**src/sv/gdn_pkg.sv**
```systemverilog
package gdn_pkg;

	localparam int unsigned YEAR_W   = 14;
	localparam int unsigned MONTH_W  = 4;
	localparam int unsigned DAY_W    = 5;
	localparam int unsigned DNUM_W   = 22;
	localparam int unsigned WDAY_W   = 3;
	localparam int unsigned CENT_W   = 8;   // year / 100, up to 163
	localparam int unsigned BASE_W   = 23;  // whole-year day count before truncation
	localparam int unsigned MOFS_W   = 9;   // days before the month, up to 335
	localparam int unsigned ZSUM_W   = 11;  // Zeller sum before mod 7, up to about 1050

	localparam int unsigned MAX_YEAR = 9999;

	// x / 100 == (x * RECIP_100) >> RECIP_SHIFT for every 14-bit x
	localparam int unsigned RECIP_100   = 5243;
	localparam int unsigned RECIP_W     = 13;
	localparam int unsigned RECIP_SHIFT = 19;

	localparam logic [MONTH_W-1:0] MONTH_JAN = 4'd1;
	localparam logic [MONTH_W-1:0] MONTH_FEB = 4'd2;
	localparam logic [MONTH_W-1:0] MONTH_MAR = 4'd3;
	localparam logic [MONTH_W-1:0] MONTH_DEC = 4'd12;

	typedef struct packed {
		logic [YEAR_W-1:0]  year;
		logic [MONTH_W-1:0] month;
		logic [DAY_W-1:0]   day;
	} gdn_date_t;

	typedef struct packed {
		gdn_date_t         date;
		logic [CENT_W-1:0] cent;
	} gdn_cent_t;

	typedef struct packed {
		logic              ok;
		logic [BASE_W-1:0] base;
		logic [MOFS_W-1:0] mofs;
		logic [DAY_W-1:0]  day;
		logic [ZSUM_W-1:0] zsum;
	} gdn_eval_t;

	function automatic logic [DAY_W-1:0] month_len(input logic [MONTH_W-1:0] m);
		case (m)
			4'd1:    return 5'd31;
			4'd2:    return 5'd28;
			4'd3:    return 5'd31;
			4'd4:    return 5'd30;
			4'd5:    return 5'd31;
			4'd6:    return 5'd30;
			4'd7:    return 5'd31;
			4'd8:    return 5'd31;
			4'd9:    return 5'd30;
			4'd10:   return 5'd31;
			4'd11:   return 5'd30;
			4'd12:   return 5'd31;
			default: return 5'd0;
		endcase
	endfunction

	function automatic logic [MOFS_W-1:0] days_before(input logic [MONTH_W-1:0] m);
		case (m)
			4'd1:    return 9'd0;
			4'd2:    return 9'd31;
			4'd3:    return 9'd59;
			4'd4:    return 9'd90;
			4'd5:    return 9'd120;
			4'd6:    return 9'd151;
			4'd7:    return 9'd181;
			4'd8:    return 9'd212;
			4'd9:    return 9'd243;
			4'd10:   return 9'd273;
			4'd11:   return 9'd304;
			4'd12:   return 9'd334;
			default: return 9'd0;
		endcase
	endfunction

	// (13 * (m' + 1)) / 5 with Jan/Feb moved to months 13 and 14
	function automatic logic [5:0] zeller_mterm(input logic [MONTH_W-1:0] m);
		case (m)
			4'd1:    return 6'd36;
			4'd2:    return 6'd39;
			4'd3:    return 6'd10;
			4'd4:    return 6'd13;
			4'd5:    return 6'd15;
			4'd6:    return 6'd18;
			4'd7:    return 6'd20;
			4'd8:    return 6'd23;
			4'd9:    return 6'd26;
			4'd10:   return 6'd28;
			4'd11:   return 6'd31;
			4'd12:   return 6'd33;
			default: return 6'd0;
		endcase
	endfunction

endpackage

```
**src/sv/gregorian_date_to_day_number.sv**
```systemverilog
// Channel   Direction  Handshake             Payload
// input     in         in_valid / in_stall   year[13:0], month[3:0], day[4:0]
// output    out        out_valid / out_stall date_valid, day_number[21:0], weekday[2:0]
//
// One date per cycle sustained while out_stall is low; a transfer on the input
// passes through four registers to the output: input reg, divide-by-100
// multiply, evaluation adder stage, output reg.
// arst_n clears the stage valid bits only; payload registers are not reset.
// out_stall backs up stage by stage; in_stall rises only once every stage
// holds an item, so empty stages keep taking transfers during an output stall.
module gregorian_date_to_day_number import gdn_pkg::*; (
	input  logic                clk,
	input  logic                arst_n,
	input  logic                in_valid,
	output logic                in_stall,
	input  logic [YEAR_W-1:0]   year,
	input  logic [MONTH_W-1:0]  month,
	input  logic [DAY_W-1:0]    day,
	output logic                out_valid,
	input  logic                out_stall,
	output logic                date_valid,
	output logic [DNUM_W-1:0]   day_number,
	output logic [WDAY_W-1:0]   weekday
);

	// per-stage valid and load enables
	logic v_s1, v_s2, v_s3, out_v_q;
	logic ld_s1, ld_s2, ld_s3, ld_out;

	gdn_date_t date_s1;
	gdn_cent_t cent_c, cent_s2;
	gdn_eval_t eval_c, eval_s3;

	logic              ok_c;
	logic [DNUM_W-1:0] dnum_c;
	logic [WDAY_W-1:0] wday_c;

	logic              date_valid_q;
	logic [DNUM_W-1:0] day_number_q;
	logic [WDAY_W-1:0] weekday_q;

	// a stage loads when empty or when its contents move on
	assign ld_out = !out_v_q || !out_stall;
	assign ld_s3  = !v_s3 || ld_out;
	assign ld_s2  = !v_s2 || ld_s3;
	assign ld_s1  = !v_s1 || ld_s2;

	assign in_stall = !ld_s1;

	always_ff @(posedge clk or negedge arst_n) begin
		if (!arst_n) begin
			v_s1    <= 1'b0;
			v_s2    <= 1'b0;
			v_s3    <= 1'b0;
			out_v_q <= 1'b0;
		end else begin
			if (ld_s1)  v_s1    <= in_valid;
			if (ld_s2)  v_s2    <= v_s1;
			if (ld_s3)  v_s3    <= v_s2;
			if (ld_out) out_v_q <= v_s3;
		end
	end

	always_ff @(posedge clk) begin
		if (ld_s1) begin
			date_s1.year  <= year;
			date_s1.month <= month;
			date_s1.day   <= day;
		end
		if (ld_s2) begin
			cent_s2 <= cent_c;
		end
		if (ld_s3) begin
			eval_s3 <= eval_c;
		end
		if (ld_out) begin
			date_valid_q <= ok_c;
			day_number_q <= dnum_c;
			weekday_q    <= wday_c;
		end
	end

	gdn_div100 u_div100 (
		.date (date_s1),
		.cent (cent_c)
	);

	gdn_eval u_eval (
		.cin (cent_s2),
		.res (eval_c)
	);

	gdn_final u_final (
		.ev   (eval_s3),
		.ok   (ok_c),
		.dnum (dnum_c),
		.wday (wday_c)
	);

	assign out_valid  = out_v_q;
	assign date_valid = date_valid_q;
	assign day_number = day_number_q;
	assign weekday    = weekday_q;

	// invalid dates carry all-zero results
	a_invalid_zero: assert property (@(posedge clk) disable iff (!arst_n)
		out_valid && !date_valid |-> (day_number == '0) && (weekday == '0))
		else $error("invalid date with nonzero result");

	// weekday stays within Saturday..Friday
	a_wday_range: assert property (@(posedge clk) disable iff (!arst_n)
		out_valid && date_valid |-> weekday <= WDAY_W'(6))
		else $error("weekday out of range");

	// a valid date never counts as day zero
	a_dnum_nonzero: assert property (@(posedge clk) disable iff (!arst_n)
		out_valid && date_valid |-> day_number != '0)
		else $error("valid date with day number zero");

	// input only backs up when every stage is occupied
	a_stall_full: assert property (@(posedge clk) disable iff (!arst_n)
		in_stall |-> v_s1 && v_s2 && v_s3 && out_v_q && out_stall)
		else $error("input stalled with a free stage");

endmodule

```
**src/sv/gdn_div100.sv**
```systemverilog
module gdn_div100 import gdn_pkg::*; (
	input  gdn_date_t date,
	output gdn_cent_t cent
);

	logic [YEAR_W+RECIP_W-1:0] prod;

	// reciprocal multiply, exact over the whole 14-bit range
	assign prod = YEAR_W'(date.year) * RECIP_W'(RECIP_100);

	assign cent.date = date;
	assign cent.cent = prod[RECIP_SHIFT +: CENT_W];

endmodule

```
**src/sv/gdn_eval.sv**
```systemverilog
module gdn_eval import gdn_pkg::*; (
	input  gdn_cent_t cin,
	output gdn_eval_t res
);

	logic [YEAR_W-1:0]  y;
	logic [MONTH_W-1:0] m;
	logic [DAY_W-1:0]   d;
	logic [CENT_W-1:0]  q;
	logic [CENT_W-1:0]  qp;
	logic [6:0]         r;
	logic [6:0]         k;
	logic [CENT_W-1:0]  j;
	logic [YEAR_W-1:0]  py;
	logic               leap;
	logic               early;
	logic [DAY_W-1:0]   mlen;

	assign y = cin.date.year;
	assign m = cin.date.month;
	assign d = cin.date.day;
	assign q = cin.cent;

	// y mod 100
	assign r = 7'(y - YEAR_W'(q) * YEAR_W'(100));

	// divisible by 400 <=> mod 100 is zero and century divisible by 4
	assign leap = (y[1:0] == 2'd0) && ((r != 7'd0) || (q[1:0] == 2'd0));

	assign mlen = month_len(m) + DAY_W'((m == MONTH_FEB) && leap);

	assign res.ok = (y != '0) && ({1'b0, y} <= 15'(MAX_YEAR))
		&& (m >= MONTH_JAN) && (m <= MONTH_DEC)
		&& (d != '0) && (d <= mlen);

	// previous year and its century
	assign py = y - YEAR_W'(1);
	assign qp = (r == 7'd0) ? q - CENT_W'(1) : q;

	assign res.base = BASE_W'(py) * BASE_W'(365) + BASE_W'(py >> 2)
		- BASE_W'(qp) + BASE_W'(qp >> 2);

	assign res.mofs = days_before(m) + MOFS_W'((m > MONTH_FEB) && leap);
	assign res.day  = d;

	// Zeller: Jan and Feb belong to the previous year
	assign early = (m < MONTH_MAR);
	assign k = early ? ((r == 7'd0) ? 7'd99 : r - 7'd1) : r;
	assign j = early ? qp : q;

	assign res.zsum = ZSUM_W'(d) + ZSUM_W'(zeller_mterm(m)) + ZSUM_W'(k)
		+ ZSUM_W'(k >> 2) + ZSUM_W'(j >> 2) + ZSUM_W'(j) * ZSUM_W'(5);

endmodule

```
**src/sv/gdn_final.sv**
```systemverilog
module gdn_final import gdn_pkg::*; (
	input  gdn_eval_t          ev,
	output logic               ok,
	output logic [DNUM_W-1:0]  dnum,
	output logic [WDAY_W-1:0]  wday
);

	logic [BASE_W-1:0] total;
	logic [4:0]        fold1;
	logic [3:0]        fold2;
	logic [2:0]        m7;

	assign total = ev.base + BASE_W'(ev.mofs) + BASE_W'(ev.day);

	// mod 7 by summing octal digits (8 == 1 mod 7)
	assign fold1 = 5'(ev.zsum[2:0]) + 5'(ev.zsum[5:3]) + 5'(ev.zsum[8:6])
		+ 5'(ev.zsum[10:9]);
	assign fold2 = 4'(fold1[2:0]) + 4'(fold1[4:3]);
	assign m7    = (fold2 >= 4'd7) ? 3'(fold2 - 4'd7) : fold2[2:0];

	assign ok   = ev.ok;
	assign dnum = ev.ok ? total[DNUM_W-1:0] : '0;
	assign wday = ev.ok ? m7 : '0;

endmodule

```
**config.mk**
```make
export PLATFORM = sky130hd
export DESIGN_NAME = gregorian_date_to_day_number
export DESIGN_NICKNAME = d
export VERILOG_FILES = /design/src/sv/gdn_pkg.sv /design/src/sv/gregorian_date_to_day_number.sv /design/src/sv/gdn_div100.sv /design/src/sv/gdn_eval.sv /design/src/sv/gdn_final.sv
export SDC_FILE = /design/constraint.sdc
export NUM_CORES = 1
export LEC_CHECK = 0
export BUFFER_PORTS_ARGS = -buffer_cell sky130_fd_sc_hd__clkbuf_2
export CORE_MARGIN = 1.5
export CORE_UTILIZATION = 53
export DETAILED_ROUTE_END_ITERATION = 7
export GPL_TIMING_DRIVEN = 0
export PLACE_DENSITY_LB_ADDON = 0.25
export SLEW_MARGIN = 20
export SYNTH_ARGS = -nofsm -noshare
export SYNTH_HDL_FRONTEND = slang
export SYNTH_SLANG_ARGS = --single-unit
```
**constraint.sdc**
```tcl
create_clock -name clk -period 13.53 [get_ports clk]
set_input_delay 2.0295 -clock clk [delete_from_list [all_inputs] [get_ports clk]]
set_output_delay 2.0295 -clock clk [all_outputs]
set_load 0.01 [all_outputs]
```
==> qor.yml, run 1 <==
placement:
  placed_cell_area_mm2: 0.0164
  portBuffers: 54
  hpwl_um: 25300
  routabilityCongestion: 0.902
global_routing:
  overflow: 0
  gr-usage-all-layers_pct: 21.0
  grt_max_degree: 50
  antenna_found_initial: 0
  grt_pass1_wl_um: 50500
  grt_pass1_vias: 10700
route:
  dr.pass1.iters: 5
  drt_iter0_drc: 462
  routedWlPerCell_um: 15.6
  remaining_drc_errors: 0
  drt_wl_total_um: 29900
  dr_total_vias: 10200
  detail-route-antenna-nets: 0
  viasPerCell: 5.30
clock_network:
  cts_resized: 0
  cts.sinks: 150
  hold_buffers: 0
  clkLatencyLatePin_ns: 0.45
  clock_path_buffers: 2
  root_buffer: "clkbuf_16"
  cts_tree: "built"
  cts_made_buffers: 17
  cts_setup_buffers: 0
  clk_pin_slew_ns: 0.06
  h-tree-depth: 4
floorplan:
  die_w_um: 175
  die_area_mm2: 0.0305
  core_mm2: 0.0289
  die_h_um: 175
  rows: 62
  ios: 55
  floorplan.initialDensity_pct: 54.1
yosys:
  synthTopCellsByCount: "326 x inv_1, 246 x ha_1, 176 x fa_1, 128 x edfxtp_1, 64 x nand2_1"
  synthFlopType: "edfxtp_1"
  syn_nets: 1900
  synth-compound-area-share_pct: 8.25
  synth_enable_flop_cells: 128
  yosys.area_share.simple_pct: 7.79
  synth.yosys.seq_area_share_pct: 27.5
  ys_ff_latch: 150
  yosysMostFrequentCell: "inv_1"
  yosysTopAreaCell: "edfxtp_1"
  synth_cell_types: 70
  yosys.area_share.xor_xnor_pct: 4.97
  syn_inst: 1451
  syn_avg_cell_area_um2: 10.8
  async_flop_share_pct: 2.67
  synth.area.top_cells: "edfxtp_1 25%, fa_1 23%, ha_1 20%"
  yosys_warnings: 0
  synth_top_area_share_pct: 24.6
  synth_mux_area_share_pct: 0.977
  synth_area_mm2: 0.0156
  synthAdderAreaFrac_pct: 42.2
  synth_top_family_by_area: "adder cells"
worst_setup_path:
  worstPathRequired_ns: 13.83
  worstPathCellList: "clkbuf_1, inv_1, ha_1, inv_1, nor3_1, nand2_1, xnor2_1, ha_1, inv_1, fa_1, inv_1, fa_1, fa_1, inv_1, fa_1, inv_1, ha_1, a21o_1, or3_1, o21ai_1, a21oi_1, or4_1, nand3_1"
  cpPeakStageDelay_ns: 0.73
  critPathArrivalTime_ns: 7.87
  ff2ff_setup_slack_ns: 5.96
  regToRegEndpoint: "eval_s3[45]"
  crit_top_cell: "inv_1"
  reg2reg_depth: 23
  cp_max_fo: 8
  endpoint_kind: "flip-flop"
  crit_type: "reg2reg"
  r2r-start: "cent_s2[17]"
  critPathLaunchType: "flip-flop"
  crit_slowest_cell: "xnor2_1"
timing:
  fmax_mhz: 132
  post-route-period-util_pct: 55.9
  tightestPinTransition_ns: 0.958
  grt_setup_unrepaired: "no"
  skew_ns: 0.0101
  period_needed_ns: 7.57
  drv_slew: 0
  relSlewSlack_pct: 36.0
  setup-violations-final: 0
  fin_setup_tns_ns: 0
  hold_viol: 0
hold_path:
  hold_depth: 0
  hold_start: "date_s1[0]"
  hold-path-endpoint: "cent_s2[8]"
  hold_class: "reg2reg"
finish:
  area_delta_synth_final_pct: 8.65
  drive_above_1_share_pct: 7.21
  nNetsFinal: 1975
  diodes: 0
  postLayoutCellArea_mm2: 0.0170
run_status:
  status: "complete, no violations"
run:
  max-cap-violations: 0
-- kinds of logic (layout without fill, tap and decap cells) --
| kind of cell | count (synthesis) | count (layout) |
|---|---|---|
| compound gates | 196 | 196 |
| xor+xnor | 87 | 87 |
| fa+ha+maj | 422 | 422 |
| buf+inv | 340 | 428 |
| flops | 150 | 150 |
| mux | 15 | 15 |
| simple gates | 241 | 241 |
-- cells in the final DEF (no fill, tap or decap), drive strengths merged, types with 15 or more instances in the layout --
| master | netlist | final |
|---|---|---|
| a21o | 26 | 26 |
| a21oi | 59 | 59 |
| clkbuf | 6 | 78 |
| dfxtp | 18 | 18 |
| edfxtp | 128 | 128 |
| fa | 176 | 176 |
| ha | 246 | 246 |
| inv | 326 | 332 |
| nand2 | 64 | 64 |
| nand2b | 15 | 15 |
| nand3 | 24 | 24 |
| nor2 | 53 | 53 |
| nor3 | 15 | 15 |
| o21ai | 37 | 37 |
| xnor2 | 55 | 55 |
| xor2 | 32 | 32 |
-- per-layer routing --
layer  wire length [µm]  GRT usage [%]
met1              12900           25.5
met2              15200           37.4
met3                856           3.29
met4                986           7.87
met5                  0              0
-- worst max-delay path, delay by kind of cell, from the launching register on --
kind | cells | cell delay (ns)
adders and majority gates | 7 | 3.18
and+or+nand+nor | 5 | 1.55
buffers and inverters | 7 | 0.82
xor gates and xnor gates | 1 | 0.73
AOI/OAI and AO/OA | 3 | 0.67
DFF | 1 | 0.47
-- area by class of cell --
class	count	area (µm²)
plain buffers	12	52.6
clock buffers	18	450
clock inverters	14	113
fillers	2395	11900
inverters	328	1230
multi-input cells	961	10100
flip-flops and latches	150	4300
well taps	384	480
repair buffers	56	293
-- stage by stage --
stage	cells	worst slack [ns]	hold WS, ns	utilization, %
floorplan	1451	7.07	0.400	-
global placement	1889	6.06	0.403	56.7
detailed placement	1891	6.03	0.405	56.9
CTS	1923	5.99	0.420	58.8
global route	1923	5.57	0.440	58.8
finish	1923	5.96	0.419	58.8
-- how the worst max path moves through the flow --
stage | startpoint | cells past startpoint | slack (ns) | end
2_1_floorplan | cent_s2[17] | 21 | 7.07 | eval_s3[46]
3_3_place_gp | cent_s2[17] | 23 | 6.06 | eval_s3[45]
3_5_place_dp | cent_s2[17] | 23 | 6.03 | eval_s3[45]
4_1_cts | cent_s2[17] | 23 | 5.99 | eval_s3[45]
5_1_grt | cent_s2[17] | 23 | 5.57 | eval_s3[45]
6_report | cent_s2[17] | 23 | 5.96 | eval_s3[45]
Power of run 1 is not shown: default switching activity piles up to over one toggle a cycle in this logic, so the estimate is an artifact.
==> run 2, diff against run 1 <==
- clock period: 13.53 -> 6.5 ns (I/O delays scaled with it)
==> qor.yml, run 2 (synthesized netlist as in run 1, its figures left out) <==
worst_setup_path:
  crit_slowest_cell: "fa_1"
  cp_max_fo: 4
  critPathLaunchType: "flip-flop"
  worstPathCellList: "ha_1, nor2b_1, o21a_1, or3_4, a2111oi_4, and2_4, nand2_4, xor2_4, buf_4, ha_1, fa_1, inv_1, fa_1, fa_1, inv_1, ha_4, or2_2, a21o_1, a211oi_2, o21ai_2, a221oi_2, mux2i_1, a221oi_1"
  reg2reg_depth: 23
  endpoint_kind: "flip-flop"
  regToRegEndpoint: "eval_s3[46]"
  r2r-start: "cent_s2[20]"
  worstPathRequired_ns: 6.67
  ff2ff_setup_slack_ns: -0.03
  cpPeakStageDelay_ns: 0.55
  critPathArrivalTime_ns: 6.70
  crit_type: "reg2reg"
  crit_top_cell: "fa_1"
  worstSetupStartpoint: "cent_s2[20]"
placement:
  routabilityCongestion: 0.902
  placed_cell_area_mm2: 0.0164
  hpwl_um: 25300
  portBuffers: 54
route:
  detail-route-antenna-nets: 0
  remaining_drc_errors: 0
  dr_total_vias: 10400
  routedWlPerCell_um: 16.0
  drt_wl_total_um: 31400
  viasPerCell: 5.32
  dr.pass1.iters: 5
  drt_iter0_drc: 482
floorplan:
  die_h_um: 175
  die_area_mm2: 0.0305
  ios: 55
  rows: 62
  die_w_um: 175
  floorplan.initialDensity_pct: 54.1
  core_mm2: 0.0289
timing:
  drv_slew: 0
  period_needed_ns: 6.53
  timing.final.ws_setup_ns: -0.0347
  post-route-period-util_pct: 101
  relSlewSlack_pct: 36.0
  grt_setup_unrepaired: "yes"
  setup-violations-final: 1
  hold_viol: 0
  fin_setup_tns_ns: -0.0347
  skew_ns: 0.0130
  fmax_mhz: 153
  holdWs_ns: 0.322
  tightestPinTransition_ns: 0.958
clock_network:
  clk_pin_slew_ns: 0.07
  clkLatencyLatePin_ns: 0.44
  h-tree-depth: 4
  clock_path_buffers: 2
  cts_made_buffers: 17
  root_buffer: "clkbuf_16"
  cts_tree: "built"
  cts.sinks: 150
global_routing:
  grt_pass1_wl_um: 51800
  grt_max_degree: 50
  antenna_found_initial: 0
  overflow: 0
  gr-usage-all-layers_pct: 21.5
  grt_pass1_vias: 10900
run_status:
  violations: "setup timing"
  status: "finished, violations left"
finish:
  area_delta_synth_final_pct: 13.8
  fillers: 2316
  multi_input_area_mm2: 0.0105
  postLayoutCellArea_mm2: 0.0178
  nNetsFinal: 2016
  regArea_mm2: 0.00430
  diodes: 0
  drive_above_1_share_pct: 13.8
  final_common_cell: "inv_1"
  layout_common_cells: "321 x inv_1, 237 x ha_1, 173 x fa_1"
run:
  max-cap-violations: 0
hold_path:
  hold_class: "in2async"
## run 2: cell types whose count changed in the layout (fill, tap and decap cells not counted), moves of 4 or more
cell     change
buf_4       +41
inv_1        -5
xnor2_1     -10
xor2_1       -7
nand2_2      +4
xnor2_4      +5
ha_4         +7
ha_1         -9
xnor2_2      +5
a21oi_2      +6
xor2_2       +5
a21oi_1      -6
nand2_1      -6
inv_2        +4
## run 2: metal layers
| metal | part of all wire (%) | GRT usage [%] | wire, µm |
|---|---|---|---|
| met5 | 0 | 0 | 0 |
| met3 | 3.0 | 3.33 | 951 |
| met1 | 42 | 26.2 | 13300 |
| met4 | 3.5 | 8.55 | 1100 |
| met2 | 51 | 38.2 | 16000 |
## run 2: how the worst max path moves through the flow
stage / to / slack [ns] / cells after the start
floorplan: eval_s3[46] / 0.04 / 21
global placement: eval_s3[45] / -0.97 / 23
detailed placement: eval_s3[45] / -1.0 / 23
CTS: eval_s3[10] / 0.003 / 25
global route: eval_s3[46] / -0.29 / 24
finish: eval_s3[46] / -0.03 / 23
## run 2: cell type report
cell class                      instances  area share, %
Tap cell                              384           2.70
Clock buffer                           18           2.53
Timing Repair Buffer                   97           3.38
Sequential cell                       150           24.2
Buffer                                 12          0.373
Multi-Input combinational cell        961           59.2
Inverter                              328           6.94
Clock inverter                         14          0.633
## run 2: timing repair
action	CTS	global route
endpoints found under the setup margin	15	13
gates resized for setup	46	47
hold buffers	0	0
pin swaps	25	31
buffers inserted	22	19
## run 2: critical path: cells and delay by family (launching register included)
kind            cells  cell delay (ns)
mux                 1             0.24
xor+xnor            1             0.19
simple gates        5             1.10
fa+ha+maj           6             2.39
buf+inv             3             0.27
compound gates      7             1.55
flops               1             0.50
## run 2: per-stage QoR
stage / instances / worst slack (ns) / util [%]
after global placement: 1889 / -0.972 / 56.7
after floorplan: 1451 / 0.0372 / -
after global routing: 1964 / -0.294 / 61.6
after detailed placement: 1891 / -0.995 / 56.9
final: 1964 / -0.0347 / 61.6
after CTS: 1945 / 0.00262 / 60.4
Power of run 2 is left out for the same reason.
==> run 3, diff against run 2 <==
- CORE_UTILIZATION: 53 -> 45
==> qor.yml, run 3 (synthesized netlist as in run 1, its figures left out) <==
worst_setup_path:
  cpLargestDelayFamily: "adder cells"
  worstSetupStartpoint: "cent_s2[20]"
  cpPeakStageDelay_ns: 0.54
  endpoint_kind: "flip-flop"
  critPathLaunchType: "flip-flop"
  worstPathRequired_ns: 6.67
  crit_type: "reg2reg"
  path_buf_inv: 3
  worstPathCellList: "ha_1, nor2b_4, o21a_1, or3_4, a2111oi_4, and2_4, nand2_4, xor2_4, buf_6, ha_4, fa_1, inv_1, fa_1, fa_1, inv_2, ha_4, or2_2, a21o_1, a211oi_2, o21ai_2, a221oi_2, mux2i_1, a221oi_2"
  r2r-start: "cent_s2[20]"
  critPathArrivalTime_ns: 6.65
  crit_slowest_cell: "fa_1"
  cp_max_fo: 4
  crit_top_cell: "fa_1"
placement:
  portBuffers: 54
  hpwl_um: 25100
  routabilityCongestion: 0.866
timing:
  relSlewSlack_pct: 39.5
  grt_setup_unrepaired: "yes"
  tightestPinTransition_ns: 0.907
  period_needed_ns: 6.47
  setup-violations-final: 0
  skew_ns: 0.0106
  drv_slew: 0
  fmax_mhz: 154
  post-route-period-util_pct: 99.6
  hold_viol: 0
  fin_setup_tns_ns: 0
finish:
  fillers: 3046
  layout_common_cells: "318 x inv_1, 234 x ha_1, 173 x fa_1"
  drive_above_1_share_pct: 13.7
  area_delta_synth_final_pct: 14.5
  diodes: 0
  nNetsFinal: 2011
  final_common_cell: "inv_1"
global_routing:
  gr-usage-all-layers_pct: 17.9
  grt_pass1_wl_um: 50300
  overflow: 0
  grt_max_degree: 49
  grt_pass1_vias: 10700
  antenna_found_initial: 0
route:
  routedWlPerCell_um: 15.1
  viasPerCell: 5.02
  detail-route-antenna-nets: 0
  remaining_drc_errors: 0
  dr_total_vias: 10200
  dr.pass1.iters: 6
  drt_iter0_drc: 430
  drt_wl_total_um: 30700
clock_network:
  h-tree-depth: 4
  hold_buffers: 0
  cts.sinks: 150
  cts_tree: "built"
  clk_pin_slew_ns: 0.07
  clkLatencyLatePin_ns: 0.44
  cts_made_buffers: 17
  root_buffer: "clkbuf_16"
  clock_path_buffers: 2
floorplan:
  core_mm2: 0.0344
  ios: 55
  die_h_um: 189
  die_area_mm2: 0.0358
  die_w_um: 189
  floorplan.initialDensity_pct: 45.5
  rows: 68
run:
  max-cap-violations: 0
run_status:
  status: "complete, no violations"
hold_path:
  hold_class: "in2async"
run 3: cell types whose count changed in the layout (fill, tap and decap cells not counted), moves of 3 or more:
cell / before / now
buf_4: 42 / 32
ha_4: 7 / 11
inv_2: 4 / 8
ha_1: 237 / 234
inv_1: 321 / 318
run 3: worst paths after layout:
kind,slack [ns],cells after the start,to
max,0.03,23,eval_s3[46]
min,0.32,1,v_s2
max reg2reg,0.03,23,eval_s3[46]
min reg2reg,0.42,0,cent_s2[8]
max in group asynchronous,6.05,1,out_valid
min in group clk,0.42,0,cent_s2[8]
run 3: area by class of cell:
| cell class | count | area [µm²] | share of cell area (%) |
|---|---|---|---|
| multi-input cells | 961 | 10600 | 59.2 |
| plain buffers | 12 | 67.6 | 0.378 |
| clock inverters | 14 | 111 | 0.622 |
| repair buffers | 92 | 594 | 3.32 |
| inverters | 328 | 1230 | 6.88 |
| flip-flops and latches | 150 | 4300 | 24.1 |
| clock buffers | 18 | 429 | 2.40 |
| well taps | 455 | 569 | 3.18 |
run 3: metrics by stage:
stage / cells / setup slack (ns) / utilization (%) / hold WS, ns / area (µm²)
6_report: 2030 / 0.0251 / 52.0 / 0.323 / 17900
3_5_place_dp: 1963 / -1.02 / 48.1 / 0.417 / 16500
2_1_floorplan: 1451 / 0.0372 / - / 0.400 / 15600
5_1_grt: 2030 / -0.224 / 52.0 / 0.304 / 17900
3_3_place_gp: 1960 / -1.06 / 47.9 / 0.419 / 16500
4_1_cts: 2009 / 0.00705 / 50.9 / 0.304 / 17500
run 3: timing repair:
item                                    in CTS  in global routing
hold endpoints to repair                     0                  0
gates resized for setup                     52                 47
endpoints found under the setup margin      15                 14
pin swaps                                   18                 33
setup buffers                               14                 21
run 3: metal layers:
metal | share of wire [%] | track usage [%] | vias to the layer above
met5 | 0 | 0 | -
met4 | 4.1 | 8.82 | 0
met3 | 2.5 | 2.82 | 50
met2 | 51 | 32.3 | 158
met1 | 42 | 20.7 | 4951
li1 | - | - | 5025
Power of run 3 is left out for the same reason.
